## src/design/tmc_pkg.sv

```systemverilog
// tmc_pkg: constants, widths, codes and the controller state type for the
// template match classifier. No dependencies.
`default_nettype none

package tmc_pkg;

  // Sizing
  localparam int GESTURES              = 5;
  localparam int TEMPLATES_PER_GESTURE = 3;
  localparam int CHANNELS              = 15;
  localparam int SAMPLE_BITS           = 8;

  localparam int NUM_TEMPLATES = GESTURES * TEMPLATES_PER_GESTURE;
  localparam int TMPL_DEPTH    = NUM_TEMPLATES * CHANNELS;

  // Field widths of the transactions
  localparam int FUNC_W    = 1;
  localparam int GESTURE_W = 3;
  localparam int SLOT_W    = 2;
  localparam int CHAN_W    = 4;
  localparam int VALUE_W   = 8;
  localparam int ACC_W     = 20;
  localparam int THR_W     = 10;
  localparam int THR_SQ_W  = 2 * THR_W;

  // Derived internal widths
  localparam int TA_W   = (TMPL_DEPTH > 1) ? $clog2(TMPL_DEPTH) : 1;
  localparam int TCNT_W = (NUM_TEMPLATES > 1) ? $clog2(NUM_TEMPLATES) : 1;
  localparam int SCNT_W = (TEMPLATES_PER_GESTURE > 1) ? $clog2(TEMPLATES_PER_GESTURE) : 1;
  localparam int GCNT_W = (GESTURES > 1) ? $clog2(GESTURES) : 1;
  localparam int SQ_W   = 2 * SAMPLE_BITS;
  localparam int SUM_W  = ((SQ_W > ACC_W) ? SQ_W : ACC_W) + 1;

  // Values
  localparam logic [ACC_W-1:0] ACC_MAX       = {ACC_W{1'b1}};
  localparam logic [ACC_W-1:0] START_BEST_SQ = ACC_W'(1000000);
  localparam int               THR_RESET     = 100;

  // Function codes
  localparam logic [FUNC_W-1:0] FUNC_LOAD     = 1'b0;
  localparam logic [FUNC_W-1:0] FUNC_CLASSIFY = 1'b1;

  typedef enum logic [3:0] {
    ST_IDLE  = 4'b0001,
    ST_RUN   = 4'b0010,
    ST_DRAIN = 4'b0100,
    ST_EMIT  = 4'b1000
  } tmc_state_t;

endpackage

`default_nettype wire

```

## src/design/tmc_in_if.sv

```systemverilog
// tmc_in_if: valid/ready channel carrying load and classify transactions.
// Depends on tmc_pkg for field widths.
`default_nettype none

interface tmc_in_if;
  logic                           valid;
  logic                           ready;
  logic [tmc_pkg::FUNC_W-1:0]     func;
  logic [tmc_pkg::GESTURE_W-1:0]  gesture_index;
  logic [tmc_pkg::SLOT_W-1:0]     slot_index;
  logic [tmc_pkg::CHAN_W-1:0]     channel_index;
  logic [tmc_pkg::VALUE_W-1:0]    sensor_value;
  logic                           last_channel;

  modport source (output valid, func, gesture_index, slot_index, channel_index,
                  sensor_value, last_channel, input ready);
  modport sink   (input valid, func, gesture_index, slot_index, channel_index,
                  sensor_value, last_channel, output ready);
endinterface

`default_nettype wire

```

## src/design/tmc_out_if.sv

```systemverilog
// tmc_out_if: valid/ready channel carrying classification results.
// Depends on tmc_pkg for field widths.
`default_nettype none

interface tmc_out_if;
  logic                           valid;
  logic                           ready;
  logic [tmc_pkg::GESTURE_W-1:0]  gesture_id;
  logic                           matched;
  logic [tmc_pkg::ACC_W-1:0]      best_distance_sq;

  modport source (output valid, gesture_id, matched, best_distance_sq, input ready);
  modport sink   (input valid, gesture_id, matched, best_distance_sq, output ready);
endinterface

`default_nettype wire

```

## src/design/template_match_classifier.sv

```systemverilog
// template_match_classifier: nearest-template classifier, top level (tmc_pkg, tmc_in_if,
//   tmc_out_if, tmc_ram). Reset: rst_n synchronous, active low; sums read as zero,
//   threshold 100, template RAM not cleared.
// Classify sample: one template per cycle through the accumulator RAM, then the two-stage pipeline
//   drains. Last-channel sample: the result is registered after the drain, next input taken after
//   that; a result left waiting at the output stalls the next result, and so further input,
//   until it is taken.
`default_nettype none

module template_match_classifier (
  input  wire                          clk,
  input  wire                          rst_n,
  tmc_in_if.sink                       in_ch,
  tmc_out_if.source                    out_ch,
  input  wire                          cfg_we,
  input  wire [tmc_pkg::THR_W-1:0]     cfg_wdata
);

  // ------------------------------------------------------------------------
  // Control state
  // ------------------------------------------------------------------------
  tmc_pkg::tmc_state_t state_r, state_nxt;

  logic [tmc_pkg::TCNT_W-1:0]      cnt_r, cnt_nxt;     // template being issued
  logic [tmc_pkg::SCNT_W-1:0]      scnt_r, scnt_nxt;   // slot within gesture
  logic [tmc_pkg::GCNT_W-1:0]      gcnt_r, gcnt_nxt;   // gesture of issued template
  logic [tmc_pkg::TA_W-1:0]        base_r, base_nxt;   // template RAM read address

  // Latched classify transaction
  logic [tmc_pkg::SAMPLE_BITS-1:0] val_r;
  logic                            in_rng_r;
  logic                            last_r;

  // Threshold kept squared, so the final compare needs no multiplier
  logic [tmc_pkg::THR_SQ_W-1:0]    thr_sq_r;

  // Pipeline: issue -> p1 (RAM data back, square) -> p2 (add, write back)
  logic                            p1_v_r, p2_v_r;
  logic [tmc_pkg::TCNT_W-1:0]      p1_t_r, p2_t_r;
  logic [tmc_pkg::GCNT_W-1:0]      p1_g_r, p2_g_r;
  logic [tmc_pkg::SQ_W-1:0]        sq_r;
  logic [tmc_pkg::ACC_W-1:0]       accq_r;

  // One valid bit per accumulator: a clear entry reads as zero
  logic [tmc_pkg::NUM_TEMPLATES-1:0] acc_vld_r;

  // Running minimum over the frame
  logic [tmc_pkg::ACC_W-1:0]       best_r;
  logic [tmc_pkg::GCNT_W-1:0]      best_g_r;
  logic                            found_r;

  // Output register
  logic                            out_valid_r;
  logic [tmc_pkg::GESTURE_W-1:0]   out_gid_r;
  logic                            out_matched_r;
  logic [tmc_pkg::ACC_W-1:0]       out_best_r;

  // ------------------------------------------------------------------------
  // Input decode
  // ------------------------------------------------------------------------
  logic in_acc, load_ok, cls_start, chan_ok, issue, out_ld;

  assign in_ch.ready = (state_r == tmc_pkg::ST_IDLE);
  assign in_acc      = in_ch.valid && in_ch.ready;
  assign chan_ok     = (int'(in_ch.channel_index) < tmc_pkg::CHANNELS);
  // Out-of-range load indices drop the write
  assign load_ok     = (in_ch.func == tmc_pkg::FUNC_LOAD)
                    && (int'(in_ch.gesture_index) < tmc_pkg::GESTURES)
                    && (int'(in_ch.slot_index) < tmc_pkg::TEMPLATES_PER_GESTURE)
                    && chan_ok;
  assign cls_start   = in_acc && (in_ch.func == tmc_pkg::FUNC_CLASSIFY);
  assign issue       = (state_r == tmc_pkg::ST_RUN);
  assign out_ld      = (state_r == tmc_pkg::ST_EMIT) && (!out_valid_r || out_ch.ready);

  // ------------------------------------------------------------------------
  // Template RAM: row per template, CHANNELS entries per row
  // ------------------------------------------------------------------------
  logic                            tm_we;
  logic [tmc_pkg::TA_W-1:0]        tm_waddr;
  logic [tmc_pkg::SAMPLE_BITS-1:0] tm_rdata;

  assign tm_we    = in_acc && load_ok;
  assign tm_waddr = tmc_pkg::TA_W'((int'(in_ch.gesture_index) * tmc_pkg::TEMPLATES_PER_GESTURE
                                   + int'(in_ch.slot_index)) * tmc_pkg::CHANNELS
                                   + int'(in_ch.channel_index));

  tmc_ram #(
    .WIDTH (tmc_pkg::SAMPLE_BITS),
    .DEPTH (tmc_pkg::TMPL_DEPTH)
  ) u_tmpl_ram (
    .clk   (clk),
    .we    (tm_we),
    .waddr (tm_waddr),
    .wdata (in_ch.sensor_value[tmc_pkg::SAMPLE_BITS-1:0]),
    .raddr (base_r),
    .rdata (tm_rdata)
  );

  // ------------------------------------------------------------------------
  // Accumulator RAM: read in issue, written back from p2.
  // Each sample touches every template once, and the next transaction is
  // only taken once the pipeline has drained, so no entry is read while a
  // write to it is still in flight.
  // ------------------------------------------------------------------------
  logic [tmc_pkg::ACC_W-1:0] acc_rdata, acc_wdata;

  tmc_ram #(
    .WIDTH (tmc_pkg::ACC_W),
    .DEPTH (tmc_pkg::NUM_TEMPLATES)
  ) u_acc_ram (
    .clk   (clk),
    .we    (p2_v_r),
    .waddr (p2_t_r),
    .wdata (acc_wdata),
    .raddr (cnt_r),
    .rdata (acc_rdata)
  );

  // p1: absolute difference and square (channel out of range adds nothing)
  logic [tmc_pkg::SAMPLE_BITS-1:0] diff;
  logic [tmc_pkg::SQ_W-1:0]        sq_nxt;
  logic [tmc_pkg::ACC_W-1:0]       accq_nxt;

  always_comb begin
    diff     = (val_r > tm_rdata) ? (val_r - tm_rdata) : (tm_rdata - val_r);
    sq_nxt   = in_rng_r ? (tmc_pkg::SQ_W'(diff) * tmc_pkg::SQ_W'(diff)) : '0;
    accq_nxt = acc_vld_r[p1_t_r] ? acc_rdata : '0;
  end

  // p2: saturating add
  logic [tmc_pkg::SUM_W-1:0] sum_full;
  logic                      better;

  always_comb begin
    sum_full  = tmc_pkg::SUM_W'(accq_r) + tmc_pkg::SUM_W'(sq_r);
    acc_wdata = (sum_full > tmc_pkg::SUM_W'(tmc_pkg::ACC_MAX))
              ? tmc_pkg::ACC_MAX : sum_full[tmc_pkg::ACC_W-1:0];
    // strict less: the earlier template keeps a tie
    better    = p2_v_r && last_r && (acc_wdata < best_r);
  end

  // ------------------------------------------------------------------------
  // Sequencer
  // ------------------------------------------------------------------------
  always_comb begin
    state_nxt = state_r;
    cnt_nxt   = cnt_r;
    scnt_nxt  = scnt_r;
    gcnt_nxt  = gcnt_r;
    base_nxt  = base_r;
    unique case (state_r)
      tmc_pkg::ST_IDLE: begin
        if (cls_start) begin
          state_nxt = tmc_pkg::ST_RUN;
          cnt_nxt   = '0;
          scnt_nxt  = '0;
          gcnt_nxt  = '0;
          base_nxt  = chan_ok ? tmc_pkg::TA_W'(in_ch.channel_index) : '0;
        end
      end
      tmc_pkg::ST_RUN: begin
        cnt_nxt  = cnt_r + 1'b1;
        base_nxt = base_r + tmc_pkg::TA_W'(tmc_pkg::CHANNELS);
        if (scnt_r == tmc_pkg::SCNT_W'(tmc_pkg::TEMPLATES_PER_GESTURE - 1)) begin
          scnt_nxt = '0;
          gcnt_nxt = gcnt_r + 1'b1;
        end else begin
          scnt_nxt = scnt_r + 1'b1;
        end
        if (cnt_r == tmc_pkg::TCNT_W'(tmc_pkg::NUM_TEMPLATES - 1)) begin
          state_nxt = tmc_pkg::ST_DRAIN;
        end
      end
      tmc_pkg::ST_DRAIN: begin
        if (!p1_v_r && !p2_v_r) begin
          state_nxt = last_r ? tmc_pkg::ST_EMIT : tmc_pkg::ST_IDLE;
        end
      end
      tmc_pkg::ST_EMIT: begin
        if (out_ld) begin
          state_nxt = tmc_pkg::ST_IDLE;
        end
      end
      default: state_nxt = tmc_pkg::ST_IDLE;
    endcase
  end

  // Control registers
  always_ff @(posedge clk) begin
    if (!rst_n) begin
      state_r     <= tmc_pkg::ST_IDLE;
      p1_v_r      <= 1'b0;
      p2_v_r      <= 1'b0;
      acc_vld_r   <= '0;
      out_valid_r <= 1'b0;
      thr_sq_r    <= tmc_pkg::THR_SQ_W'(tmc_pkg::THR_RESET * tmc_pkg::THR_RESET);
    end else begin
      state_r <= state_nxt;
      p1_v_r  <= issue;
      p2_v_r  <= p1_v_r;
      if (out_ld) begin
        acc_vld_r <= '0;        // frame done: all sums back to zero
      end else if (p2_v_r) begin
        acc_vld_r[p2_t_r] <= 1'b1;
      end
      if (out_ld) begin
        out_valid_r <= 1'b1;
      end else if (out_ch.ready) begin
        out_valid_r <= 1'b0;
      end
      if (cfg_we) begin
        thr_sq_r <= tmc_pkg::THR_SQ_W'(cfg_wdata) * tmc_pkg::THR_SQ_W'(cfg_wdata);
      end
    end
  end

  // Datapath registers
  always_ff @(posedge clk) begin
    cnt_r  <= cnt_nxt;
    scnt_r <= scnt_nxt;
    gcnt_r <= gcnt_nxt;
    base_r <= base_nxt;
    if (cls_start) begin
      val_r    <= in_ch.sensor_value[tmc_pkg::SAMPLE_BITS-1:0];
      in_rng_r <= chan_ok;
      last_r   <= in_ch.last_channel;
      best_r   <= tmc_pkg::START_BEST_SQ;
      best_g_r <= '0;
      found_r  <= 1'b0;
    end else if (better) begin
      best_r   <= acc_wdata;
      best_g_r <= p2_g_r;
      found_r  <= 1'b1;
    end
    p1_t_r <= cnt_r;
    p1_g_r <= gcnt_r;
    p2_t_r <= p1_t_r;
    p2_g_r <= p1_g_r;
    sq_r   <= sq_nxt;
    accq_r <= accq_nxt;
    if (out_ld) begin
      out_matched_r <= found_r && (best_r < thr_sq_r);
      out_gid_r     <= (found_r && (best_r < thr_sq_r))
                     ? tmc_pkg::GESTURE_W'(best_g_r) : '0;
      out_best_r    <= best_r;
    end
  end

  assign out_ch.valid            = out_valid_r;
  assign out_ch.gesture_id       = out_gid_r;
  assign out_ch.matched          = out_matched_r;
  assign out_ch.best_distance_sq = out_best_r;

`ifndef SYNTHESIS
  // Write-back only happens while a sample is being processed
  a_p2_in_run: assert property (@(posedge clk) disable iff (!rst_n)
    p2_v_r |-> (state_r == tmc_pkg::ST_RUN || state_r == tmc_pkg::ST_DRAIN))
    else $error("accumulator write-back outside a classify scan");

  // Only a last-channel sample leads to a result
  a_emit_last: assert property (@(posedge clk) disable iff (!rst_n)
    (state_r == tmc_pkg::ST_EMIT) |-> last_r)
    else $error("result emitted for a sample that does not end the frame");

  // Accumulators are cleared once the result is registered
  a_clear: assert property (@(posedge clk) disable iff (!rst_n)
    out_ld |=> (acc_vld_r == '0))
    else $error("accumulators not cleared at end of frame");

  // A match always lies below the squared threshold
  a_match_thr: assert property (@(posedge clk) disable iff (!rst_n)
    (out_valid_r && out_matched_r) |-> (out_best_r < thr_sq_r))
    else $error("match reported at or above threshold");
`endif

endmodule

`default_nettype wire

```

## src/design/tmc_ram.sv

```systemverilog
// tmc_ram: generic simple dual-port RAM, one write port, one registered read.
// No dependencies.
`default_nettype none

module tmc_ram #(
  parameter int WIDTH = 8,
  parameter int DEPTH = 16
) (
  input  wire                                          clk,
  input  wire                                          we,
  input  wire [((DEPTH > 1) ? $clog2(DEPTH) : 1)-1:0]  waddr,
  input  wire [WIDTH-1:0]                              wdata,
  input  wire [((DEPTH > 1) ? $clog2(DEPTH) : 1)-1:0]  raddr,
  output logic [WIDTH-1:0]                             rdata
);

  logic [WIDTH-1:0] mem [DEPTH];

  always_ff @(posedge clk) begin
    if (we) begin
      mem[waddr] <= wdata;
    end
    rdata <= mem[raddr];
  end

endmodule

`default_nettype wire
```

## src/flat_wrapper.sv

```systemverilog
// flat-port wrapper written by rule: the top's interface ports become plain ports
module template_match_classifier_flat 
  (clk, rst_n, cfg_we, cfg_wdata, in_ch_valid, in_ch_func, in_ch_gesture_index, in_ch_slot_index, in_ch_channel_index, in_ch_sensor_value, in_ch_last_channel, in_ch_ready, out_ch_valid, out_ch_gesture_id, out_ch_matched, out_ch_best_distance_sq, out_ch_ready);
  tmc_in_if in_ch_i ();
  tmc_out_if out_ch_i ();
  input  wire clk;
  input  wire rst_n;
  input  wire cfg_we;
  input  wire [tmc_pkg::THR_W-1:0] cfg_wdata;
  input wire logic [$bits(in_ch_i.valid)-1:0] in_ch_valid;
  input wire logic [$bits(in_ch_i.func)-1:0] in_ch_func;
  input wire logic [$bits(in_ch_i.gesture_index)-1:0] in_ch_gesture_index;
  input wire logic [$bits(in_ch_i.slot_index)-1:0] in_ch_slot_index;
  input wire logic [$bits(in_ch_i.channel_index)-1:0] in_ch_channel_index;
  input wire logic [$bits(in_ch_i.sensor_value)-1:0] in_ch_sensor_value;
  input wire logic [$bits(in_ch_i.last_channel)-1:0] in_ch_last_channel;
  output wire logic [$bits(in_ch_i.ready)-1:0] in_ch_ready;
  output wire logic [$bits(out_ch_i.valid)-1:0] out_ch_valid;
  output wire logic [$bits(out_ch_i.gesture_id)-1:0] out_ch_gesture_id;
  output wire logic [$bits(out_ch_i.matched)-1:0] out_ch_matched;
  output wire logic [$bits(out_ch_i.best_distance_sq)-1:0] out_ch_best_distance_sq;
  input wire logic [$bits(out_ch_i.ready)-1:0] out_ch_ready;
  assign in_ch_i.valid = in_ch_valid;
  assign in_ch_i.func = in_ch_func;
  assign in_ch_i.gesture_index = in_ch_gesture_index;
  assign in_ch_i.slot_index = in_ch_slot_index;
  assign in_ch_i.channel_index = in_ch_channel_index;
  assign in_ch_i.sensor_value = in_ch_sensor_value;
  assign in_ch_i.last_channel = in_ch_last_channel;
  assign in_ch_ready = in_ch_i.ready;
  assign out_ch_valid = out_ch_i.valid;
  assign out_ch_gesture_id = out_ch_i.gesture_id;
  assign out_ch_matched = out_ch_i.matched;
  assign out_ch_best_distance_sq = out_ch_i.best_distance_sq;
  assign out_ch_i.ready = out_ch_ready;
  template_match_classifier u_core (.clk(clk), .rst_n(rst_n), .in_ch(in_ch_i), .out_ch(out_ch_i), .cfg_we(cfg_we), .cfg_wdata(cfg_wdata));
endmodule
```

## config.mk

```make
export PLATFORM = sky130hd
export DESIGN_NAME = template_match_classifier_flat
export DESIGN_NICKNAME = d
export VERILOG_FILES = /design/src/design/tmc_pkg.sv /design/src/design/tmc_in_if.sv /design/src/design/tmc_out_if.sv /design/src/design/template_match_classifier.sv /design/src/design/tmc_ram.sv /design/src/flat_wrapper.sv
export SDC_FILE = /design/constraint.sdc
export NUM_CORES = 2
export LEC_CHECK = 0
export BUFFER_PORTS_ARGS = -buffer_cell sky130_fd_sc_hd__buf_2
export CAP_MARGIN = 20
export CORE_ASPECT_RATIO = 1.1
export CORE_MARGIN = 10
export CORE_UTILIZATION = 57
export CTS_BUF_LIST = sky130_fd_sc_hd__clkbuf_4 sky130_fd_sc_hd__clkbuf_8
export DETAILED_ROUTE_END_ITERATION = 10
export GPL_TIMING_DRIVEN = 0
export MAX_ROUTING_LAYER = met4
export PLACE_DENSITY = 0.74
export SLEW_MARGIN = 40
export SYNTH_ARGS = -nofsm -noshare
export SYNTH_HDL_FRONTEND = slang
export SYNTH_SLANG_ARGS = --single-unit
```

## constraint.sdc

```tcl
create_clock -name clk -period 7.86 [get_ports clk]
set_clock_uncertainty 0.05 [all_clocks]
set_input_delay 0 -clock clk [delete_from_list [all_inputs] [get_ports clk]]
set_output_delay 0 -clock clk [all_outputs]
set_load 0.005 [all_outputs]
```

==> results.ini <==
[worst_setup_path]
startpoint_type=flop
cp.arrival_ns=8.14
timing.critical_path.max_delay_family=compound AO/OA/AOI/OAI gates
worst_path_max_delay_cell=sky130_fd_sc_hd__fa_1
crit_path_end_kind=flop
crit_fanout=6
critPathRequiredTime_ns=8.74
worst-setup-path-type=reg -> reg
cp.buffers_inverters=5
worst_path_largest_cell_delay_ns=0.51
cp_common_cell=sky130_fd_sc_hd__fa_1

[global_route]
grt_max_degree=105
track_usage_pct=25.8
grt_antenna_before_repair=9
number_of_global_route_vias_before_repair=50543
grt_pass1_wl_mm=335
global_route.overflow_total=0

[clock_tree]
htree_num_levels=5
numCtsBuffers=360
clock-sinks=2293
cts_tree=done
root_buffer=sky130_fd_sc_hd__clkbuf_8
cts.clk_slew.worst_paths_ns=0.06
clk-insertion-delay-late_ns=1.07
cts_buffer_depth=4

[drt]
wirelength_mm=228
detail_route.wl_per_cell_um=28.7
via_count=49818
ant_nets=0
drt_pre_antenna_iters=6
avgViaCountPerCell=6.25
drt_iter0_markers=6126
route.detailed.drc=0

[die]
dieArea_mm2=0.182
core_area_mm2=0.165
die-height_um=447
initial_utilization_pct=57.4
pin_count=60
die_width_um=408
num_rows=156

[placement]
detailedPlacementHpwl_mm=150
gp_congestion=0.899
io_buffer_count=58

[synth]
synth_enable_flop_cells=2151
dominantRegCellSynth=sky130_fd_sc_hd__edfxtp_1
syn_area_per_cell_um2=19.2
yosysSeqAreaShare_pct=71.5
synth_cell_types=72
mappedNetlistNets=5215
synth.ff_latch_count=2293
synthCells=4924
synth_area_mm2=0.0944
ys_top_cells_by_area=sky130_fd_sc_hd__edfxtp_1 (68%), sky130_fd_sc_hd__mux4_2 (14%), sky130_fd_sc_hd__dfxtp_1 (3.0%), sky130_fd_sc_hd__ha_1 (2.3%), sky130_fd_sc_hd__fa_1 (1.8%)
synth.yosys.warnings=0
synth_area_leader_cell=sky130_fd_sc_hd__edfxtp_1
yosys.area.top_type_share_pct=68.4
async_reset_ff_share_pct=0

[sta]
setup_viol=0
period_share_pct=92.3
timing_max_transition_violations_final=0
sum_of_negative_setup_slack_ns=0
hold_violations=0
slew_headroom_pct=38.6
timing_worst_slew_pin_value_ns=0.921
finalCriticalPeriod_ns=7.26
rsz0062_at_grt=no
max_freq_mhz=138

[pwr]
share_clk_of_total_power_pct=24.5
internal_power_mw=25.9
power_mw=39.6
ir_drop_mv=1.11
power_frac_seq_pct=35.4
power.density_mw_per_mm2=371
p_sw_share_pct=34.7
static-leakage-power_nw=36.1
pwr-share-comb_pct=40.1
net-switching-power_mw=13.7

[job]
maxCapViolCount=0

[status]
status=complete, no violations

[final_layout]
nNetsFinal=5776
layout_cell_share_with_drive_strength_beyond_1_pct=25.9
layout-area-overhead-vs-synth_pct=13.2
filler_cells=10789
final_util_pct=64.9
final_common_cell=sky130_fd_sc_hd__edfxtp_1
layout.cells.most_common_list=sky130_fd_sc_hd__edfxtp_1 (2151), sky130_fd_sc_hd__mux4_2 (596), sky130_fd_sc_hd__clkbuf_8 (380), sky130_fd_sc_hd__nor2_1 (285), sky130_fd_sc_hd__inv_1 (184)

[worst_hold_path]
hold_path_class=in -> reg

metal layers:
| metal | track usage, % | routed length (µm) | up-vias |
|---|---|---|---|
| li1 | - | - | 20848 |
| met4 | 11.7 | 10900 | 0 |
| met5 | - | 0 | - |
| met1 | 33.3 | 86000 | 25765 |
| met2 | 39.8 | 110000 | 2685 |
| met3 | 5.55 | 21300 | 520 |
power groups by stage:
stage | sequential, mW | combinational (mW) | clock [mW]
2_1_floorplan | 14.2 | 11.6 | 0
3_3_place_gp | 14.3 | 15.3 | 0
3_5_place_dp | 14.3 | 15.7 | 0
4_1_cts | 14.0 | 15.8 | 9.78
5_1_grt | 14.1 | 17.7 | 10.4
6_report | 14.0 | 15.9 | 9.69
kinds of logic after synthesis:
group           after synthesis  synth area share [%]
compound gates              392                  2.64
xor+xnor                     68                 0.647
fa+ha+maj                   257                  4.09
buf+inv                     428                  1.74
flops                      2293                  71.5
mux                         750                  15.9
simple gates                736                  3.57
state kept, by name, summed over array words and instances (netlist names), 4 cells and up:
signal	cells
u_core.sq_r	15
u_core.cnt_r	4
u_core.u_acc_ram.rdata	20
u_core.acc_vld_r	15
u_core.p2_t_r	4
u_core.accq_r	20
u_core.best_r	20
u_core.state_r	4
u_core.u_acc_ram.mem	300
u_core.p1_t_r	4
u_core.out_ch.best_distance_sq	20
u_core.val_r	8
u_core.u_tmpl_ram.rdata	8
u_core.u_tmpl_ram.mem	1800
u_core.thr_sq_r	19
u_core.base_r	8
timing repair:
action                                  4_1_cts  5_1_grt
endpoints found under the hold margin      1967        0
endpoints found under the setup margin        0        1
resized for setup                             0        4
buffers inserted                              0        7
hold buffers                                 67        0
final timing paths:
kind                         start                   to  slack (ns)  cells after the start
setup / recovery   u_core.val_r[0]      u_core.sq_r[15]        0.60                     27
hold reg to reg   u_core.p1_g_r[0]     u_core.p2_g_r[0]        0.27                      0
hold / removal        cfg_wdata[7]  u_core.thr_sq_r[16]         0.1                      8
setup reg to reg   u_core.val_r[0]      u_core.sq_r[15]        0.60                     27
layout make-up:
cell class | instances | area, µm² | share of cell area, %
Timing Repair Buffer | 199 | 2360 | 2.21
Clock buffer | 495 | 6090 | 5.71
Buffer | 242 | 1060 | 0.997
Tap cell | 2212 | 2770 | 2.59
Multi-Input combinational cell | 2203 | 25600 | 24.0
Clock inverter | 126 | 733 | 0.687
Antenna cell | 9 | 22.5 | 0.0211
Inverter | 186 | 698 | 0.654
Sequential cell | 2293 | 67400 | 63.1
worst min-delay path, delay by kind of cell:
| family | cells | cell delay [ns] |
|---|---|---|
| buffers and inverters | 1 | 0.10 |
| muxes | 1 | 0.16 |
| xor gates and xnor gates | 1 | 0.09 |
| adders and majority gates | 4 | 0.63 |
| AOI/OAI and AO/OA | 1 | 0.12 |
cell usage after synthesis (4+ instances only):
cell type / n
sky130_fd_sc_hd__o21bai_1: 4
sky130_fd_sc_hd__buf_1: 54
sky130_fd_sc_hd__fa_1: 86
sky130_fd_sc_hd__a31oi_1: 5
sky130_fd_sc_hd__o21ai_1: 4
sky130_fd_sc_hd__nand3b_1: 9
sky130_fd_sc_hd__a211o_1: 4
sky130_fd_sc_hd__o211ai_1: 12
sky130_fd_sc_hd__and3_1: 9
sky130_fd_sc_hd__nor4_1: 4
sky130_fd_sc_hd__inv_1: 184
sky130_fd_sc_hd__clkbuf_1: 161
sky130_fd_sc_hd__edfxtp_1: 2151
sky130_fd_sc_hd__a211oi_1: 6
sky130_fd_sc_hd__nor2b_1: 30
sky130_fd_sc_hd__nor2_1: 351
sky130_fd_sc_hd__o31ai_1: 9
sky130_fd_sc_hd__o221ai_1: 16
sky130_fd_sc_hd__nor3b_1: 4
sky130_fd_sc_hd__nand2b_1: 10
sky130_fd_sc_hd__o2111ai_1: 4
sky130_fd_sc_hd__ha_1: 171
sky130_fd_sc_hd__nand3_1: 31
sky130_fd_sc_hd__mux2i_1: 152
sky130_fd_sc_hd__o21ai_0: 88
sky130_fd_sc_hd__a21o_1: 34
sky130_fd_sc_hd__mux4_2: 596
sky130_fd_sc_hd__nand4_1: 16
sky130_fd_sc_hd__nor3_1: 27
sky130_fd_sc_hd__nor4b_1: 6
sky130_fd_sc_hd__xor2_1: 27
sky130_fd_sc_hd__a21oi_1: 106
sky130_fd_sc_hd__o21a_1: 27
sky130_fd_sc_hd__buf_2: 27
sky130_fd_sc_hd__dfxtp_1: 142
sky130_fd_sc_hd__or2_2: 5
sky130_fd_sc_hd__xnor2_1: 39
sky130_fd_sc_hd__o22ai_1: 45
sky130_fd_sc_hd__and2_1: 75
sky130_fd_sc_hd__nand2_1: 140
through the flow:
stage	cell area, µm²	std cells	worst slack [ns]	hold WS, ns
global route	107000	7963	0.0274	0.103
detailed placement	99000	7260	0.388	0.188
finish	107000	7965	0.602	0.0992
CTS	107000	7948	0.377	0.0155
floorplan	94400	4924	1.15	0.0489
global placement	97400	7194	0.512	0.188
Note: power is estimated with default switching activity, not from simulation.
